**config.mk**
```make
export PLATFORM = sky130hd
export DESIGN_NAME = srld_ctrl
export DESIGN_NICKNAME = d
export VERILOG_FILES = /design/src/hdl/srld_pkg.sv /design/src/hdl/srld_ctrl.sv
export SDC_FILE = /design/constraint.sdc
export NUM_CORES = 1
export LEC_CHECK = 0
export ABC_AREA = 0
export BUFFER_PORTS_ARGS = -buffer_cell sky130_fd_sc_hd__buf_2
export CAP_MARGIN = 20
export CORE_AREA = 2 2 39 41
export CTS_CLUSTER_SIZE = 16
export DETAILED_ROUTE_END_ITERATION = 7
export DIE_AREA = 0 0 41 43
export GPL_TIMING_DRIVEN = 0
export PLACE_DENSITY_LB_ADDON = 0.15
export SETUP_SLACK_MARGIN = 0.5
export SYNTH_ARGS = -nofsm -noshare
export SYNTH_HDL_FRONTEND = slang
export SYNTH_SLANG_ARGS = --single-unit
```
**constraint.sdc**
```tcl
create_clock -name aclk -period 1.4 [get_ports aclk]
set_clock_uncertainty 0.1 [all_clocks]
set_input_delay 0.07 -clock aclk [delete_from_list [all_inputs] [get_ports aclk]]
set_output_delay 0.07 -clock aclk [all_outputs]
set_load 0.01 [all_outputs]
```
**src/hdl/srld_pkg.sv**
```systemverilog
// Shared types, codes and helpers for the serial RGB LED waveform driver.
package srld_pkg;

    localparam int BITS_PER_LED = 24;
    localparam int TICK_W = 15;
    localparam int CFG_IDX_W = 3;
    localparam int CFG_DATA_W = 15;

    // Input modes
    localparam logic [1:0] MODE_WRITE_ONE = 2'd0;
    localparam logic [1:0] MODE_WRITE_ALL = 2'd1;
    localparam logic [1:0] MODE_START = 2'd2;
    localparam logic [1:0] MODE_TICK = 2'd3;

    // Result status codes
    localparam logic [1:0] STATUS_OK = 2'd0;
    localparam logic [1:0] STATUS_BUSY = 2'd1;
    localparam logic [1:0] STATUS_NOTHING = 2'd2;

    // Waveform phases
    localparam logic [1:0] PH_HIGH = 2'd0;
    localparam logic [1:0] PH_LOW = 2'd1;
    localparam logic [1:0] PH_LATCH = 2'd2;

    // Configuration register indexes
    localparam logic [CFG_IDX_W-1:0] CFG_COLOR_ORDER = 3'd0;
    localparam logic [CFG_IDX_W-1:0] CFG_LED_COUNT = 3'd1;
    localparam logic [CFG_IDX_W-1:0] CFG_ONE_HIGH = 3'd2;
    localparam logic [CFG_IDX_W-1:0] CFG_ONE_LOW = 3'd3;
    localparam logic [CFG_IDX_W-1:0] CFG_ZERO_HIGH = 3'd4;
    localparam logic [CFG_IDX_W-1:0] CFG_ZERO_LOW = 3'd5;
    localparam logic [CFG_IDX_W-1:0] CFG_LATCH = 3'd6;

    // Configuration reset values
    localparam logic [TICK_W-1:0] RST_ONE_HIGH = 15'd64;
    localparam logic [TICK_W-1:0] RST_ONE_LOW = 15'd36;
    localparam logic [TICK_W-1:0] RST_ZERO_HIGH = 15'd32;
    localparam logic [TICK_W-1:0] RST_ZERO_LOW = 15'd68;
    localparam logic [TICK_W-1:0] RST_LATCH = 15'd4000;

    typedef struct packed {
        logic [1:0] mode;
        logic [7:0] led_index;
        logic [7:0] red;
        logic [7:0] green;
        logic [7:0] blue;
    } in_item_t;

    typedef struct packed {
        logic       pin_level;
        logic       busy_res;
        logic [1:0] status;
        logic       frame_done;
    } out_item_t;

    typedef struct packed {
        logic accept;
        logic cfg_we;
        logic sweep_wr;
        logic fetch_rd;
        logic fetch_ld;
    } ctrl_cmd_t;

    typedef struct packed {
        logic sweep_start;
        logic sweep_done;
        logic fetch_start;
    } dp_status_t;

    // Stored color is red, green, blue; reorder for transmission.
    function automatic logic [BITS_PER_LED-1:0] order_bits(
        input logic [BITS_PER_LED-1:0] color,
        input logic                     rgb_order
    );
        logic [BITS_PER_LED-1:0] res;
        if (rgb_order) begin
            res = color;
        end else begin
            res = {color[15:8], color[23:16], color[7:0]};
        end
        return res;
    endfunction

endpackage

```
**src/hdl/srld_ctrl.sv**
```systemverilog
// Control state machine and result handshake of the LED waveform driver.
module srld_ctrl (
    input  logic                  aclk,
    input  logic                  aresetn,
    input  logic                  s_valid,
    output logic                  s_ready,
    output logic                  m_valid,
    input  logic                  m_ready,
    input  logic                  cfg_valid,
    output logic                  cfg_ready,
    input  srld_pkg::dp_status_t  st,
    output srld_pkg::ctrl_cmd_t   cmd
);

    localparam logic [1:0] S_SWEEP = 2'd0;
    localparam logic [1:0] S_IDLE = 2'd1;
    localparam logic [1:0] S_FETCH = 2'd2;
    localparam logic [1:0] S_LOAD = 2'd3;

    logic [1:0] state_reg, state_next;
    logic       m_valid_reg, m_valid_next;
    logic       idle;
    logic       accept;

    assign idle = (state_reg == S_IDLE);
    assign s_ready = idle && (!m_valid_reg || m_ready);
    assign accept = s_valid && s_ready;
    assign cfg_ready = idle;
    assign m_valid = m_valid_reg;

    always_comb begin
        cmd.accept = accept;
        cmd.cfg_we = cfg_valid && idle;
        cmd.sweep_wr = (state_reg == S_SWEEP);
        cmd.fetch_rd = (state_reg == S_FETCH);
        cmd.fetch_ld = (state_reg == S_LOAD);
    end

    always_comb begin
        state_next = state_reg;
        case (state_reg)
            S_SWEEP: begin
                if (st.sweep_done) state_next = S_IDLE;
            end
            S_IDLE: begin
                if (accept && st.sweep_start) begin
                    state_next = S_SWEEP;
                end else if (accept && st.fetch_start) begin
                    state_next = S_FETCH;
                end
            end
            S_FETCH: state_next = S_LOAD;
            S_LOAD:  state_next = S_IDLE;
            default: state_next = S_IDLE;
        endcase
    end

    always_comb begin
        m_valid_next = m_valid_reg;
        if (accept) begin
            m_valid_next = 1'b1;
        end else if (m_ready) begin
            m_valid_next = 1'b0;
        end
    end

    // Reset starts with a clearing sweep of the frame store.
    always_ff @(posedge aclk) begin
        if (!aresetn) begin
            state_reg <= S_SWEEP;
            m_valid_reg <= 1'b0;
        end else begin
            state_reg <= state_next;
            m_valid_reg <= m_valid_next;
        end
    end

endmodule

```
==> qor.yml <==
chipHeight_microns: 43
rr_worst_depth: 5
area_delta_synth_final_pct: 102
place_ws_ns: -0.0148
max_stage_delay_ns: 0.33
fill_cells: 157
cts_tree: "built"
dpl.hpwl_microns: 462
grt_max_degree: 8
core_sq_um: 1380
avgSynthCellArea_sq_um: 9.03
grt_overflow_total: 0
p_int_mw: 0.478
period_needed_ns: 1.38
fp.dieArea_sq_um: 1760
slew_headroom_pct: 87.9
wl_per_cell_microns: 9.54
synth.ff_latch_count: 3
place_congestion: 0.641
cp.arrival_ns: 1.40
via_per_inst: 4.14
setup_ws_ns: 0.0156
num_antenna_cells: 0
finalPower_mw: 0.716
start_util_pct: 18.3
status: "finished, final reports clean"
ys_seq_area_share_pct: 23.8
holdCritStartpoint: "s_valid"
seq_power_share_pct: 19.7
drt_iter0_drc: 1
ir_drop_mv: 0.494
synth.distinct_cells: 15
hold_violations: 0
utilization_pct: 36.9
fin_nets: 69
leakage_nw: 0.249
reg2reg_slack_ns: 0.02
layout_common_cells: "10 x buf_2, 8 x buf_4, 6 x buf_6, 4 x nand2_1, 3 x clkbuf_4"
hold_end: "m_valid$_SDFFE_PN0P_"
cts_buffers: 3
cts_buffer_depth: 2
cts-root-buf: "clkbuf_4"
sw_frac_of_total_pct: 33.2
pwr-share-comb_pct: 58.7
placed_area_sq_um: 368
cts_htree_levels: 1
fp.dieW_microns: 41
cts_hold_buffers: 0
hold-path-cell-count: 3
totalWireLength_microns: 677
synth_warnings: 0
drc: 0
dp.cells: 59
finalSetupViolations: 0
grt_pass1_vias: 251
max_freq_mhz: 722
crit_required_ns: 1.42
io_pins: 16
worstSetupPathType: "reg2reg"
design_area_sq_um: 510
synth_fp_nets: 41
clk_latency_ns: 0.24
start_kind: "flip-flop"
min_period_over_period_pct: 98.9
cp_max_fo: 7
port_buffers: 15
dr.pass1.iters: 3
drtAntennaViolNets: 0
path_buf_inv: 1
syn_area_sq_um: 253
fin_cells: 71
r2r-start: "state_reg[1]$_SDFFE_PN0P_"
worst_pin_slew_ns: 0.181
fp-row-count: 14
final_common_cell: "buf_2"
clk_pin_slew_ns: 0.04
rsz0062_at_grt: "yes"
path_delay_family: "flip-flops"
crit_chain: "inv_2, ha_4, nor3b_2, a221o_1, mux2i_1"
switching_power_mw: 0.238
grt_pass1_wl_mm: 1.02
antenna_found_initial: 0
crit_slowest_cell: "dfxtp_2"
largest_reg_flops: 2
cellPowerDensity_nw_per_um2: 1400
maxCapViolations: 0
hold_path.class: "in2reg"
r2r_end: "state_reg[1]$_SDFFE_PN0P_"
syn_inst: 28
endpoint_kind: "flip-flop"
drive_above_1_share_pct: 69.1
detailroute.via_count: 294
grt_usage_pct: 9.04
finalMaxSlewViolations: 0
cts.sinks: 3
setup_tns_ns: 0
clock_power_share_pct: 21.6
holdWs_ns: 0.0124
## worst max-delay path by stage
stage / from / to / slack (ns) / depth (start not counted)
4_1_cts: state_reg[1]$_SDFFE_PN0P_ / state_reg[1]$_SDFFE_PN0P_ / 0.03 / 5
5_1_grt: state_reg[1]$_SDFFE_PN0P_ / state_reg[1]$_SDFFE_PN0P_ / -0.04 / 5
3_5_place_dp: state_reg[1]$_SDFFE_PN0P_ / state_reg[0]$_SDFFE_PN0P_ / -0.01 / 5
2_1_floorplan: state_reg[1]$_SDFFE_PN0P_ / state_reg[1]$_SDFFE_PN0P_ / 0.07 / 5
6_report: state_reg[1]$_SDFFE_PN0P_ / state_reg[1]$_SDFFE_PN0P_ / 0.02 / 5
3_3_place_gp: state_reg[1]$_SDFFE_PN0P_ / state_reg[0]$_SDFFE_PN0P_ / -0.008 / 5
## routing by layer
layer / share of wire (%) / wire [microns] / global-route usage (%) / vias to the layer above
li1: - / - / - / 149
met1: 40 / 271 / 10.9 / 129
met5: 0 / 0 / 0 / -
met4: 2.1 / 14 / 8.00 / 0
met3: 9.7 / 66 / 3.14 / 2
met2: 48 / 324 / 11.9 / 14
## tightest hold or removal path: stages
cell and delay (ns):
buf_2 0.12, nand2_1 0.06, a21boi_1 0.05
## layout make-up
cell class                      count  area (sq um)  area share (%)
Clock buffer                        4          26.3            5.15
Inverter                            3          11.3            2.21
Multi-Input combinational cell     21           209            40.9
Buffer                              1          7.51            1.47
Tap cell                           16          20.0            3.92
Sequential cell                     3          66.3            13.0
Timing Repair Buffer               23           170            33.3
## cell usage after synthesis (all sizes together)
cell type	n	area, sq um
ha	5	62.6
nand2	4	15.0
dfxtp	3	60.1
inv	3	11.3
and2	2	12.5
mux2i	2	20.0
nand2b	2	15.0
a21boi	1	7.51
a221o	1	10.0
and3	1	6.26
buf	1	7.51
nand4b	1	8.76
nor3b	1	7.51
o2111ai	1	8.76
## kinds of logic (layout without fill, tap and decap cells)
family | count (synthesis) | after routing | synth area share (%)
adders and majority gates | 5 | 5 | 24.8
and+or+nand+nor | 11 | 11 | 25.7
AOI/OAI and AO/OA | 3 | 3 | 10.4
muxes | 2 | 2 | 7.92
DFF | 3 | 3 | 23.8
buffers and inverters | 4 | 31 | 7.43
## power groups by stage
stage | logic [mW] | clock network [mW] | registers [mW]
floorplan | 0.187 | 0 | 0.140
global placement | 0.272 | 0 | 0.144
detailed placement | 0.273 | 0 | 0.144
CTS | 0.380 | 0.160 | 0.144
global route | 0.469 | 0.177 | 0.144
finish | 0.421 | 0.155 | 0.141
## timing repair
action / CTS / global route
endpoints found under the hold margin: 0 / 0
pin swaps: 3 / 1
resized for setup: 6 / 5
buffers inserted: 7 / 1
setup endpoints to repair: 10 / 11
Note: power is estimated with default switching activity, not from simulation.
